$ cat src/sv/sttr_pkg.sv
`timescale 1ns / 1ps
`default_nettype none

package sttr_pkg;

    // Field widths
    localparam int SAMPLE_W = 8;
    localparam int GAIN_W   = 8;
    localparam int LEVEL_W  = 6;
    localparam int PAGE_W   = 3;
    localparam int POS_W    = 3;
    localparam int ADDR_W   = 6;
    localparam int COL_W    = 7;
    localparam int BYTE_W   = 8;

    // level0 = floor(sample * 0.196) as (sample * 12846) >> 16, exact for 8-bit samples
    localparam int                 SCALE_SHIFT = 16;
    localparam int                 PROD_W      = SCALE_SHIFT + LEVEL_W;
    localparam logic [PROD_W-1:0]  SCALE_MUL   = 22'd12846;

    // Trigger levels
    localparam logic [SAMPLE_W-1:0] TRIG_A = 8'd128;
    localparam logic [SAMPLE_W-1:0] TRIG_B = 8'd129;
    localparam logic [SAMPLE_W-1:0] TRIG_C = 8'd130;

    localparam logic [GAIN_W-1:0] GAIN_RESET = 8'd1;
    localparam logic [GAIN_W-1:0] GAIN_MIN   = 8'd1;

    localparam logic [PAGE_W-1:0] PAGE_LAST = 3'd7;
    localparam logic [POS_W-1:0]  POS_TOP   = 3'd7;
    localparam logic [POS_W-1:0]  POS_BOT   = 3'd0;

    // Display bytes
    localparam logic [BYTE_W-1:0] BYTE_CLEAR = 8'h00;
    localparam logic [BYTE_W-1:0] BYTE_FULL  = 8'hff;
    localparam logic [BYTE_W-1:0] BYTE_BIT7  = 8'h80;
    localparam logic [BYTE_W-1:0] BYTE_BIT0  = 8'h01;

    // Controller to datapath
    typedef struct packed {
        logic              start;
        logic              emit_clear;
        logic              emit_trace;
        logic              commit;
        logic [COL_W-1:0]  col;
        logic [PAGE_W-1:0] clr_page;
    } t_cmd;

    // Datapath to controller
    typedef struct packed {
        logic slot_free;
        logic div_done;
        logic trace_last;
    } t_stat;

endpackage

`default_nettype wire

$ cat src/sv/sttr_channels_if.sv
`timescale 1ns / 1ps
`default_nettype none

// Sample channel
interface sttr_sample_if;
    import sttr_pkg::*;

    logic                valid;
    logic                ready;
    logic [SAMPLE_W-1:0] sample;

    modport source (output valid, output sample, input ready);
    modport sink   (input valid, input sample, output ready);
endinterface

// LCD write channel
interface sttr_write_if;
    import sttr_pkg::*;

    logic              valid;
    logic              ready;
    logic              chip_half;
    logic [PAGE_W-1:0] page_row;
    logic [ADDR_W-1:0] column_addr;
    logic [BYTE_W-1:0] pixel_byte;
    logic              last_write;

    modport source (
        output valid, output chip_half, output page_row, output column_addr,
        output pixel_byte, output last_write, input ready
    );
    modport sink (
        input valid, input chip_half, input page_row, input column_addr,
        input pixel_byte, input last_write, output ready
    );
endinterface

`default_nettype wire

$ cat src/sv/sttr_div.sv
`timescale 1ns / 1ps
`default_nettype none

// Restoring divider, one quotient bit per cycle.
module sttr_div (
    input  logic                           i_clk,
    input  logic                           i_rst_n,
    input  logic                           i_start,
    input  logic [sttr_pkg::LEVEL_W-1:0]   i_dividend,
    input  logic [sttr_pkg::GAIN_W-1:0]    i_divisor,
    output logic [sttr_pkg::LEVEL_W-1:0]   o_quotient,
    output logic                           o_done
);
    import sttr_pkg::*;

    localparam int CNT_W = $clog2(LEVEL_W);
    localparam logic [CNT_W-1:0] CNT_LAST = CNT_W'(LEVEL_W - 1);

    logic               r_busy;
    logic               r_done;
    logic [CNT_W-1:0]   r_cnt;
    logic [GAIN_W-1:0]  r_rem;
    logic [LEVEL_W-1:0] r_quo;

    logic [GAIN_W:0]    w_trial;
    logic [GAIN_W:0]    w_diff;
    logic               w_fit;

    // trial subtract
    always_comb begin
        w_trial = {r_rem, r_quo[LEVEL_W-1]};
        w_fit   = (w_trial >= {1'b0, i_divisor});
        w_diff  = w_trial - {1'b0, i_divisor};
    end

    // step control
    always_ff @(posedge i_clk) begin
        if (!i_rst_n) begin
            r_busy <= 1'b0;
            r_done <= 1'b0;
            r_cnt  <= '0;
        end else if (i_start) begin
            r_busy <= 1'b1;
            r_done <= 1'b0;
            r_cnt  <= '0;
        end else if (r_busy) begin
            r_cnt <= r_cnt + 1'b1;
            if (r_cnt == CNT_LAST) begin
                r_busy <= 1'b0;
                r_done <= 1'b1;
            end
        end
    end

    // remainder and quotient shift
    always_ff @(posedge i_clk) begin
        if (i_start) begin
            r_rem <= '0;
            r_quo <= i_dividend;
        end else if (r_busy) begin
            r_rem <= w_fit ? w_diff[GAIN_W-1:0] : w_trial[GAIN_W-1:0];
            r_quo <= {r_quo[LEVEL_W-2:0], w_fit};
        end
    end

    assign o_quotient = r_quo;
    assign o_done     = r_done;

endmodule

`default_nettype wire

$ cat src/sv/sttr_ctrl.sv
`timescale 1ns / 1ps
`default_nettype none

// Trigger phases and write sequencing.
module sttr_ctrl #(
    parameter int TRACE_COLUMNS = 94
) (
    input  logic                          i_clk,
    input  logic                          i_rst_n,
    input  logic                          i_in_valid,
    input  logic [sttr_pkg::SAMPLE_W-1:0] i_sample,
    output logic                          o_in_ready,
    input  sttr_pkg::t_stat               i_stat,
    output sttr_pkg::t_cmd                o_cmd
);
    import sttr_pkg::*;

    localparam logic [COL_W-1:0] LAST_COL = COL_W'(TRACE_COLUMNS - 1);

    typedef enum logic [2:0] {
        S_IDLE  = 3'b001,
        S_CLEAR = 3'b010,
        S_TRACE = 3'b100
    } t_state;

    typedef enum logic [1:0] {
        PH_HUNT    = 2'd0,
        PH_CONFIRM = 2'd1,
        PH_SWEEP   = 2'd2
    } t_phase;

    t_state              r_state, n_state;
    t_phase              r_phase, n_phase;
    logic [SAMPLE_W-1:0] r_trig,  n_trig;
    logic [COL_W-1:0]    r_col,   n_col;
    logic [PAGE_W-1:0]   r_cnt,   n_cnt;
    logic                w_accept;

    assign w_accept   = i_in_valid && (r_state == S_IDLE);
    assign o_in_ready = (r_state == S_IDLE);

    // next state and commands
    always_comb begin
        n_state = r_state;
        n_phase = r_phase;
        n_trig  = r_trig;
        n_col   = r_col;
        n_cnt   = r_cnt;
        o_cmd          = '0;
        o_cmd.col      = r_col;
        o_cmd.clr_page = r_cnt;
        case (r_state)
            S_IDLE: begin
                if (w_accept) begin
                    case (r_phase)
                        PH_CONFIRM: begin
                            if (r_trig > i_sample) begin
                                n_phase = PH_HUNT;
                            end else begin
                                n_phase = PH_SWEEP;
                                n_col   = '0;
                            end
                        end
                        PH_SWEEP: begin
                            o_cmd.start = 1'b1;
                            n_cnt       = '0;
                            n_state     = S_CLEAR;
                        end
                        default: begin
                            n_phase = PH_HUNT;
                            if (i_sample == TRIG_A || i_sample == TRIG_B ||
                                i_sample == TRIG_C) begin
                                n_trig  = i_sample;
                                n_phase = PH_CONFIRM;
                            end
                        end
                    endcase
                end
            end
            S_CLEAR: begin
                if (i_stat.slot_free) begin
                    o_cmd.emit_clear = 1'b1;
                    n_cnt = r_cnt + 1'b1;
                    if (r_cnt == PAGE_LAST) begin
                        n_state = S_TRACE;
                    end
                end
            end
            S_TRACE: begin
                if (i_stat.slot_free && i_stat.div_done) begin
                    o_cmd.emit_trace = 1'b1;
                    if (i_stat.trace_last) begin
                        o_cmd.commit = 1'b1;
                        n_state      = S_IDLE;
                        if (r_col == LAST_COL) begin
                            n_phase = PH_HUNT;
                            n_col   = '0;
                        end else begin
                            n_col = r_col + 1'b1;
                        end
                    end
                end
            end
            default: begin
                n_state = S_IDLE;
            end
        endcase
    end

    // state registers
    always_ff @(posedge i_clk) begin
        if (!i_rst_n) begin
            r_state <= S_IDLE;
            r_phase <= PH_HUNT;
            r_trig  <= '0;
            r_col   <= '0;
            r_cnt   <= '0;
        end else begin
            r_state <= n_state;
            r_phase <= n_phase;
            r_trig  <= n_trig;
            r_col   <= n_col;
            r_cnt   <= n_cnt;
        end
    end

endmodule

`default_nettype wire

$ cat src/sv/sttr_dp.sv
`timescale 1ns / 1ps
`default_nettype none

// Level scaling, divider, trace byte generation and output beat register.
module sttr_dp (
    input  logic                          i_clk,
    input  logic                          i_rst_n,
    input  logic                          i_cfg_wr_en,
    input  logic [sttr_pkg::GAIN_W-1:0]   i_cfg_wr_data,
    input  logic [sttr_pkg::SAMPLE_W-1:0] i_sample,
    input  sttr_pkg::t_cmd                i_cmd,
    output sttr_pkg::t_stat               o_stat,
    sttr_write_if.source                  o_wr
);
    import sttr_pkg::*;

    // bits lo..hi set
    function automatic logic [BYTE_W-1:0] f_span(
        input logic [POS_W-1:0] lo,
        input logic [POS_W-1:0] hi
    );
        logic [BYTE_W-1:0] m;
        for (int i = 0; i < BYTE_W; i++) begin
            m[i] = (i >= int'(lo)) && (i <= int'(hi));
        end
        return m;
    endfunction

    logic [GAIN_W-1:0]  r_gain;
    logic [GAIN_W-1:0]  w_divisor;
    logic [PROD_W-1:0]  w_prod;
    logic [LEVEL_W-1:0] r_scaled;
    logic               r_div_go;
    logic [LEVEL_W-1:0] w_level;
    logic               w_div_done;

    logic [PAGE_W-1:0]  r_prev_page;
    logic [POS_W-1:0]   r_prev_pos;
    logic [PAGE_W-1:0]  r_k;

    logic [PAGE_W-1:0]  w_page;
    logic [POS_W-1:0]   w_pos;
    logic               w_first;
    logic               w_up;
    logic               w_down;
    logic [PAGE_W-1:0]  w_dist;
    logic               w_last;
    logic [PAGE_W-1:0]  w_row;
    logic [BYTE_W-1:0]  w_byte;

    logic               r_valid;
    logic               r_chip;
    logic [PAGE_W-1:0]  r_page;
    logic [ADDR_W-1:0]  r_addr;
    logic [BYTE_W-1:0]  r_byte;
    logic               r_last;
    logic               w_slot_free;

    // gain register, zero acts as one
    always_ff @(posedge i_clk) begin
        if (!i_rst_n) begin
            r_gain <= GAIN_RESET;
        end else if (i_cfg_wr_en) begin
            r_gain <= i_cfg_wr_data;
        end
    end
    assign w_divisor = (r_gain == '0) ? GAIN_MIN : r_gain;

    // sample * 0.196, registered before the divider
    assign w_prod = PROD_W'(i_sample) * SCALE_MUL;
    always_ff @(posedge i_clk) begin
        if (i_cmd.start) begin
            r_scaled <= w_prod[SCALE_SHIFT +: LEVEL_W];
        end
    end

    always_ff @(posedge i_clk) begin
        if (!i_rst_n) begin
            r_div_go <= 1'b0;
        end else begin
            r_div_go <= i_cmd.start;
        end
    end

    sttr_div u_div (
        .i_clk      (i_clk),
        .i_rst_n    (i_rst_n),
        .i_start    (r_div_go),
        .i_dividend (r_scaled),
        .i_divisor  (w_divisor),
        .o_quotient (w_level),
        .o_done     (w_div_done)
    );

    // point position and trace write sequence
    always_comb begin
        w_page  = PAGE_LAST - w_level[LEVEL_W-1 -: PAGE_W];
        w_pos   = POS_TOP - w_level[POS_W-1:0];
        w_first = (i_cmd.col == '0);
        w_up    = !w_first && (w_page < r_prev_page);
        w_down  = !w_first && (w_page > r_prev_page);
        if (w_up) begin
            w_dist = r_prev_page - w_page;
            w_row  = w_page + r_k;
        end else if (w_down) begin
            w_dist = w_page - r_prev_page;
            w_row  = w_page - r_k;
        end else begin
            w_dist = '0;
            w_row  = w_page;
        end
        w_last = (r_k == w_dist);

        if (!w_up && !w_down) begin
            // single write on the point page
            if (w_first || (w_pos == r_prev_pos)) begin
                w_byte = f_span(w_pos, w_pos);
            end else if (w_pos > r_prev_pos) begin
                w_byte = f_span(r_prev_pos + 1'b1, w_pos);
            end else begin
                w_byte = f_span(w_pos, r_prev_pos - 1'b1);
            end
        end else if (r_k == '0) begin
            w_byte = w_up ? f_span(w_pos, POS_TOP) : f_span(POS_BOT, w_pos);
        end else if (w_last) begin
            // previous page, filled back to the previous point
            if (w_up) begin
                w_byte = (r_prev_pos == POS_BOT) ? BYTE_BIT0
                                                 : f_span(POS_BOT, r_prev_pos - 1'b1);
            end else begin
                w_byte = (r_prev_pos == POS_TOP) ? BYTE_BIT7
                                                 : f_span(r_prev_pos + 1'b1, POS_TOP);
            end
        end else begin
            w_byte = BYTE_FULL;
        end
    end

    // trace step counter and previous point
    always_ff @(posedge i_clk) begin
        if (!i_rst_n) begin
            r_k         <= '0;
            r_prev_page <= '0;
            r_prev_pos  <= '0;
        end else begin
            if (i_cmd.start) begin
                r_k <= '0;
            end else if (i_cmd.emit_trace) begin
                r_k <= r_k + 1'b1;
            end
            if (i_cmd.commit) begin
                r_prev_page <= w_page;
                r_prev_pos  <= w_pos;
            end
        end
    end

    // output beat register
    assign w_slot_free = !r_valid || o_wr.ready;

    always_ff @(posedge i_clk) begin
        if (!i_rst_n) begin
            r_valid <= 1'b0;
        end else if (i_cmd.emit_clear || i_cmd.emit_trace) begin
            r_valid <= 1'b1;
        end else if (o_wr.ready) begin
            r_valid <= 1'b0;
        end
    end

    always_ff @(posedge i_clk) begin
        if (i_cmd.emit_clear || i_cmd.emit_trace) begin
            r_chip <= i_cmd.col[COL_W-1];
            r_addr <= i_cmd.col[ADDR_W-1:0];
            r_page <= i_cmd.emit_trace ? w_row : i_cmd.clr_page;
            r_byte <= i_cmd.emit_trace ? w_byte : BYTE_CLEAR;
            r_last <= i_cmd.emit_trace && w_last;
        end
    end

    assign o_wr.valid       = r_valid;
    assign o_wr.chip_half   = r_chip;
    assign o_wr.page_row    = r_page;
    assign o_wr.column_addr = r_addr;
    assign o_wr.pixel_byte  = r_byte;
    assign o_wr.last_write  = r_last;

    assign o_stat.slot_free  = w_slot_free;
    assign o_stat.div_done   = w_div_done && !r_div_go;
    assign o_stat.trace_last = w_last;

endmodule

`default_nettype wire

$ cat src/sv/scope_trigger_trace_rasterizer_core.sv
// Hunt and confirm samples: no writes.
// Sweep samples: 8 page clears then 1 to 7 point writes, one beat per cycle through the
// output register while the receiver is ready. The first beat of a sample passes the
// state register, then the output register; the 6-step gain divider runs under the clears.
// Synchronous active-low reset: phase hunt, column 0, gain 1, output empty.
`timescale 1ns / 1ps
`default_nettype none

module scope_trigger_trace_rasterizer_core #(
    parameter int TRACE_COLUMNS = 94
) (
    input  logic                        i_clk,
    input  logic                        i_rst_n,
    input  logic                        i_cfg_wr_en,
    input  logic [sttr_pkg::GAIN_W-1:0] i_cfg_wr_data,
    sttr_sample_if.sink                 i_smp,
    sttr_write_if.source                o_wr
);
    import sttr_pkg::*;

    t_cmd  w_cmd;
    t_stat w_stat;
    logic  w_in_ready;

    assign i_smp.ready = w_in_ready;

    sttr_ctrl #(
        .TRACE_COLUMNS (TRACE_COLUMNS)
    ) u_ctrl (
        .i_clk      (i_clk),
        .i_rst_n    (i_rst_n),
        .i_in_valid (i_smp.valid),
        .i_sample   (i_smp.sample),
        .o_in_ready (w_in_ready),
        .i_stat     (w_stat),
        .o_cmd      (w_cmd)
    );

    sttr_dp u_dp (
        .i_clk         (i_clk),
        .i_rst_n       (i_rst_n),
        .i_cfg_wr_en   (i_cfg_wr_en),
        .i_cfg_wr_data (i_cfg_wr_data),
        .i_sample      (i_smp.sample),
        .i_cmd         (w_cmd),
        .o_stat        (w_stat),
        .o_wr          (o_wr)
    );

endmodule

`default_nettype wire

$ cat src/flat_wrapper.sv
// flat-port wrapper written by rule: the top's interface ports become plain ports
module scope_trigger_trace_rasterizer_core_flat import sttr_pkg::*;
#(
    parameter int TRACE_COLUMNS = 94
)
  (i_clk, i_rst_n, i_cfg_wr_en, i_cfg_wr_data, i_smp_valid, i_smp_sample, i_smp_ready, o_wr_valid, o_wr_chip_half, o_wr_page_row, o_wr_column_addr, o_wr_pixel_byte, o_wr_last_write, o_wr_ready);
  sttr_sample_if i_smp_i ();
  sttr_write_if o_wr_i ();
  input  logic i_clk;
  input  logic i_rst_n;
  input  logic i_cfg_wr_en;
  input  logic [sttr_pkg::GAIN_W-1:0] i_cfg_wr_data;
  input wire logic [$bits(i_smp_i.valid)-1:0] i_smp_valid;
  input wire logic [$bits(i_smp_i.sample)-1:0] i_smp_sample;
  output wire logic [$bits(i_smp_i.ready)-1:0] i_smp_ready;
  output wire logic [$bits(o_wr_i.valid)-1:0] o_wr_valid;
  output wire logic [$bits(o_wr_i.chip_half)-1:0] o_wr_chip_half;
  output wire logic [$bits(o_wr_i.page_row)-1:0] o_wr_page_row;
  output wire logic [$bits(o_wr_i.column_addr)-1:0] o_wr_column_addr;
  output wire logic [$bits(o_wr_i.pixel_byte)-1:0] o_wr_pixel_byte;
  output wire logic [$bits(o_wr_i.last_write)-1:0] o_wr_last_write;
  input wire logic [$bits(o_wr_i.ready)-1:0] o_wr_ready;
  assign i_smp_i.valid = i_smp_valid;
  assign i_smp_i.sample = i_smp_sample;
  assign i_smp_ready = i_smp_i.ready;
  assign o_wr_valid = o_wr_i.valid;
  assign o_wr_chip_half = o_wr_i.chip_half;
  assign o_wr_page_row = o_wr_i.page_row;
  assign o_wr_column_addr = o_wr_i.column_addr;
  assign o_wr_pixel_byte = o_wr_i.pixel_byte;
  assign o_wr_last_write = o_wr_i.last_write;
  assign o_wr_i.ready = o_wr_ready;
  scope_trigger_trace_rasterizer_core #(.TRACE_COLUMNS(TRACE_COLUMNS)) u_core (.i_clk(i_clk), .i_rst_n(i_rst_n), .i_cfg_wr_en(i_cfg_wr_en), .i_cfg_wr_data(i_cfg_wr_data), .i_smp(i_smp_i), .o_wr(o_wr_i));
endmodule
$ cat config.mk
export PLATFORM = sky130hd
export DESIGN_NAME = scope_trigger_trace_rasterizer_core_flat
export DESIGN_NICKNAME = d
export VERILOG_FILES = /design/src/sv/sttr_pkg.sv /design/src/sv/sttr_channels_if.sv /design/src/sv/sttr_div.sv /design/src/sv/sttr_ctrl.sv /design/src/sv/sttr_dp.sv /design/src/sv/scope_trigger_trace_rasterizer_core.sv /design/src/flat_wrapper.sv
export SDC_FILE = /design/constraint.sdc
export NUM_CORES = 1
export LEC_CHECK = 0
export ABC_CLOCK_PERIOD_IN_PS = 5250
export BUFFER_PORTS_ARGS = -buffer_cell sky130_fd_sc_hd__buf_2
export CAP_MARGIN = 20
export CORE_ASPECT_RATIO = 0.6
export CORE_MARGIN = 3
export CORE_UTILIZATION = 30
export DETAILED_ROUTE_END_ITERATION = 7
export GPL_ROUTABILITY_DRIVEN = 0
export PLACE_DENSITY = 0.56
export SLEW_MARGIN = 5
export SYNTH_ARGS = -nofsm -noshare
export SYNTH_HDL_FRONTEND = slang
export SYNTH_SLANG_ARGS = --single-unit
export TNS_END_PERCENT = 100
$ cat constraint.sdc
create_clock -name i_clk -period 5.25 [get_ports i_clk]
set_input_delay 1.05 -clock i_clk [delete_from_list [all_inputs] [get_ports i_clk]]
set_output_delay 1.05 -clock i_clk [all_outputs]
set_load 0.05 [all_outputs]
==> results.md <==
* DR vias at 5535
* GRT met1 Usage at 23.5%
* Tot GR Track Use at 14.2%
* Mux share of post-synthesis cell area at 3.22%
* Clock share of power at 37.0%
* Max stage delay cell, worst path: fa_1
* # IOs at 42
* Mapped Nets at 917
* Number of global-route vias before repair at 5111
* First-pass GRT wire length at 28.1 mm
* Post-Synth Adder-Cell Area at 25.5%
* Status: finished clean
* Initial Utilization at 30.9%
* Worst skew pair latency at 0.34 ns
* Crit-path max FO at 7
* Reg power frac at 37.5%
* Post-Syn Area at 6880 um2
* CTS tree: done
* Synth area leaders: ha_1 (19%), dfxtp_1 (16%), edfxtp_1 (14%)
* Drt first pass iters at 5
* Top cell by count, worst path: fa_1
* Setup ws final at 0.601 ns
* Worst endpoint required time at 5.33 ns
* Maximum vdd drop at 0.000171 V
* Psw at 0.568 mW
* Max Clk Rate at 215 MHz
* Clock slew at reported path FFs at 0.06 ns
* Port Buffers at 41
* Final Skew at 0.00938 ns
* Die width at 202 um
* Number of synthesized flops with an enable pin at 31
* Cells after synthesis at 769
* Buffers plus inverters on the worst setup path at 3
* Max_slew headroom at 36.3%
* Count of clock tree sinks at 86
* Fill cells at 2298
* Post-Synth Simple-Gate Area at 15.5%
* Largest family of logic cells by synthesized area: adder cells
* Die area at 24900 um2
* Worst-path cell chain: buf_2 > fa_1 > inv_1 > fa_1 > inv_1 > fa_1 > ha_1 > ha_1 > a21oi_1 > nand2_1 > o21ai_0 > a31oi_1 > a21o_1 > a21oi_1 > xnor2_1
* CTS buffer count at 9
* MaxCap Viol Count at 0
* Post-CTS sizing at 0
* Unique cell type count in the Yosys netlist at 70
* Largest net degree at the start of global routing at 25
* Top FF cell, synth: dfxtp_1
* Ant diodes at 0
* Place WS at 0.282 ns
* Rows at 42
* Vias/cell at 4.98
* Area of the multi-input gates at 4440 um2
* Syn avg cell area at 8.95 um2
* Post-synth top area share at 19.1%
* Iter 0 DRT Violations at 580
* Leak Pwr at 3.36 nW
* CP top delay family: adder cells
* Final Cycle Share at 88.5%
* Commonest cells in the netlist: ha_1 (105), nor2_1 (86), inv_1 (83), nand2_1 (57), dfxtp_1 (55)
* Max Slew Vio Count at 0
* Routed wire length at 17.1 mm
* Post-CTS setup buffers at 0
* Post-synth ARST share at 0%
* Crit start category: input pin
* DP Wirelength at 13.5 mm
* Layout cells sized above 1 at 9.08%
* Compound-cell area share of the yosys netlist at 17.7%
* DIE HEIGHT at 123 um
* GRT Max-Usage Layer: met1
* Critical Path AT at 4.73 ns
* Final Hold Violating Endpoints at 0
* Sequential Area at 2030 um2
* Most frequent cell after synthesis: ha_1
* GR Overflow Total at 0
* Global Route met2 Usage at 18.2%
* Worst Setup End Kind: register
* XOR/XNOR Fraction of Synth Area at 2.54%
* Core area at 22300 um2
* Register area share after synthesis at 29.5%
* Longest Clk Path Bufs at 2
* WL/cell at 15.4 um
* Yosys Warn Count at 0
* Critical path's largest stage delay at 0.54 ns
* RSZ-0062 raised after global routing: false
* Synth area leader: ha_1
* H-tree lvl count at 3
* # setup viols final at 0
* DRT antenna net count at 0
* Root Buffer: clkbuf_16
* Final worst path period need at 4.65 ns
* Initial antenna violation count at 0
* Internal at 1.38 mW
* Logic pwr share at 25.5%
* Worst-Margin Slew at 0.954 ns
* CP Class: in -> reg
* Yosys reg bits at 86
* # DRC at 0
* Cell Pwr Density at 252 nW/um2
* Net Sw Frac at 29.1%
* Met3 Usage GRT at 3.60%
* Setup_tns at 0 ns
* Area growth, synth to finish at 12.4%
* Hold Crit Class: reg -> reg
* Nets@finish at 947
* Post-CTS Hold Fix Bufs at 0
[cell type report]
class                   count  share of cell area, %
clock inverters             5                   1.02
clock buffers              11                   3.28
multi-input cells         574                   57.4
inverters                  83                   4.03
flip-flops and latches     86                   26.3
repair buffers             45                   3.04
well taps                 308                   4.98
[placed cells by master (no fill, tap or decap), types with 5 or more instances in the layout]
cell type  Yosys  final
a211oi_1      13     13
a21o_1        11     11
a21oi_1       39     39
a31oi_1        9      9
and3_1         7      7
buf_2          3     41
clkbuf_16      0     10
dfxtp_1       55     55
edfxtp_1      31     31
fa_1          22     22
ha_1         105    105
inv_1         83     83
mux2i_1       15     15
nand2_1       57     57
nand2b_1       9      9
nand3_1       16     16
nand4_1        7      7
nor2_1        86     86
nor2b_1        8      8
nor3_1        13     13
nor4_1         5      5
o21a_1         7      7
o21ai_0       30     30
o22ai_1        8      8
o311ai_0       7      7
o31ai_1        8      8
xnor2_1       11     11
xor2_1         9      9
[metrics by stage]
step / hold WS (ns) / cell area (um2) / total power [mW] / instances / util [%]
after global routing: 0.508 / 7740 / 2.08 / 1112 / 34.7
final: 0.489 / 7740 / 1.95 / 1112 / 34.7
after CTS: 0.491 / 7740 / 1.97 / 1112 / 34.7
after detailed placement: 0.467 / 7400 / 1.24 / 1096 / 33.2
after floorplan: 0.437 / 6880 / 1.12 / 769 / -
after global placement: 0.467 / 7400 / 1.24 / 1096 / 33.2
[tightest hold or removal path, stage by stage (launching register included)]
cell and delay [ns]:
dfxtp_1 0.34, a31oi_1 0.05, nor2_1 0.07
[per-layer routing]
layer	up-vias	share of wire, %
met1	2539	58
li1	2813	-
met4	0	0.46
met3	10	6.4
met2	173	35
met5	-	0
[worst paths after layout]
check                                  startpoint                             end  slack (ns)  depth (start not counted)
hold / removal           u_core.u_dp.u_div.o_done        u_core.u_dp.u_div.o_done        0.49                          2
setup reg to reg  u_core.u_dp.u_div.o_quotient[5]  u_core.u_dp.o_wr.pixel_byte[7]        1.66                          9
hold reg to reg          u_core.u_dp.u_div.o_done        u_core.u_dp.u_div.o_done        0.49                          2
setup / recovery                  i_smp_sample[5]         u_core.u_dp.r_scaled[4]        0.60                         15
[flip-flops by register name, indices dropped and copies added (netlist names), 6 cells and up]
signal and count:
u_core.u_dp.o_wr.column_addr 6, u_core.u_dp.u_div.r_rem 8, u_core.u_dp.o_wr.pixel_byte 8, u_core.u_dp.r_scaled 6, u_core.u_dp.u_div.o_quotient 6, u_core.u_dp.r_gain 8, u_core.u_ctrl.r_trig 8, u_core.u_ctrl.r_col 7
[power by group through the flow]
stage	clock (mW)	sequential [mW]	combinational [mW]
floorplan	0	0.741	0.383
global placement	0	0.746	0.493
detailed placement	0	0.746	0.493
CTS	0.740	0.731	0.499
global route	0.767	0.733	0.581
finish	0.723	0.731	0.497
[cell families after synthesis]
family | after synthesis
AO/OA/AOI/OAI | 177
XOR/XNOR | 20
AND/OR/NAND/NOR | 229
multiplexers | 21
buffers and inverters | 109
flip-flops | 86
adder cells (fa/ha/maj) | 127
No activity file was read; power rests on OpenSTA's default activity.
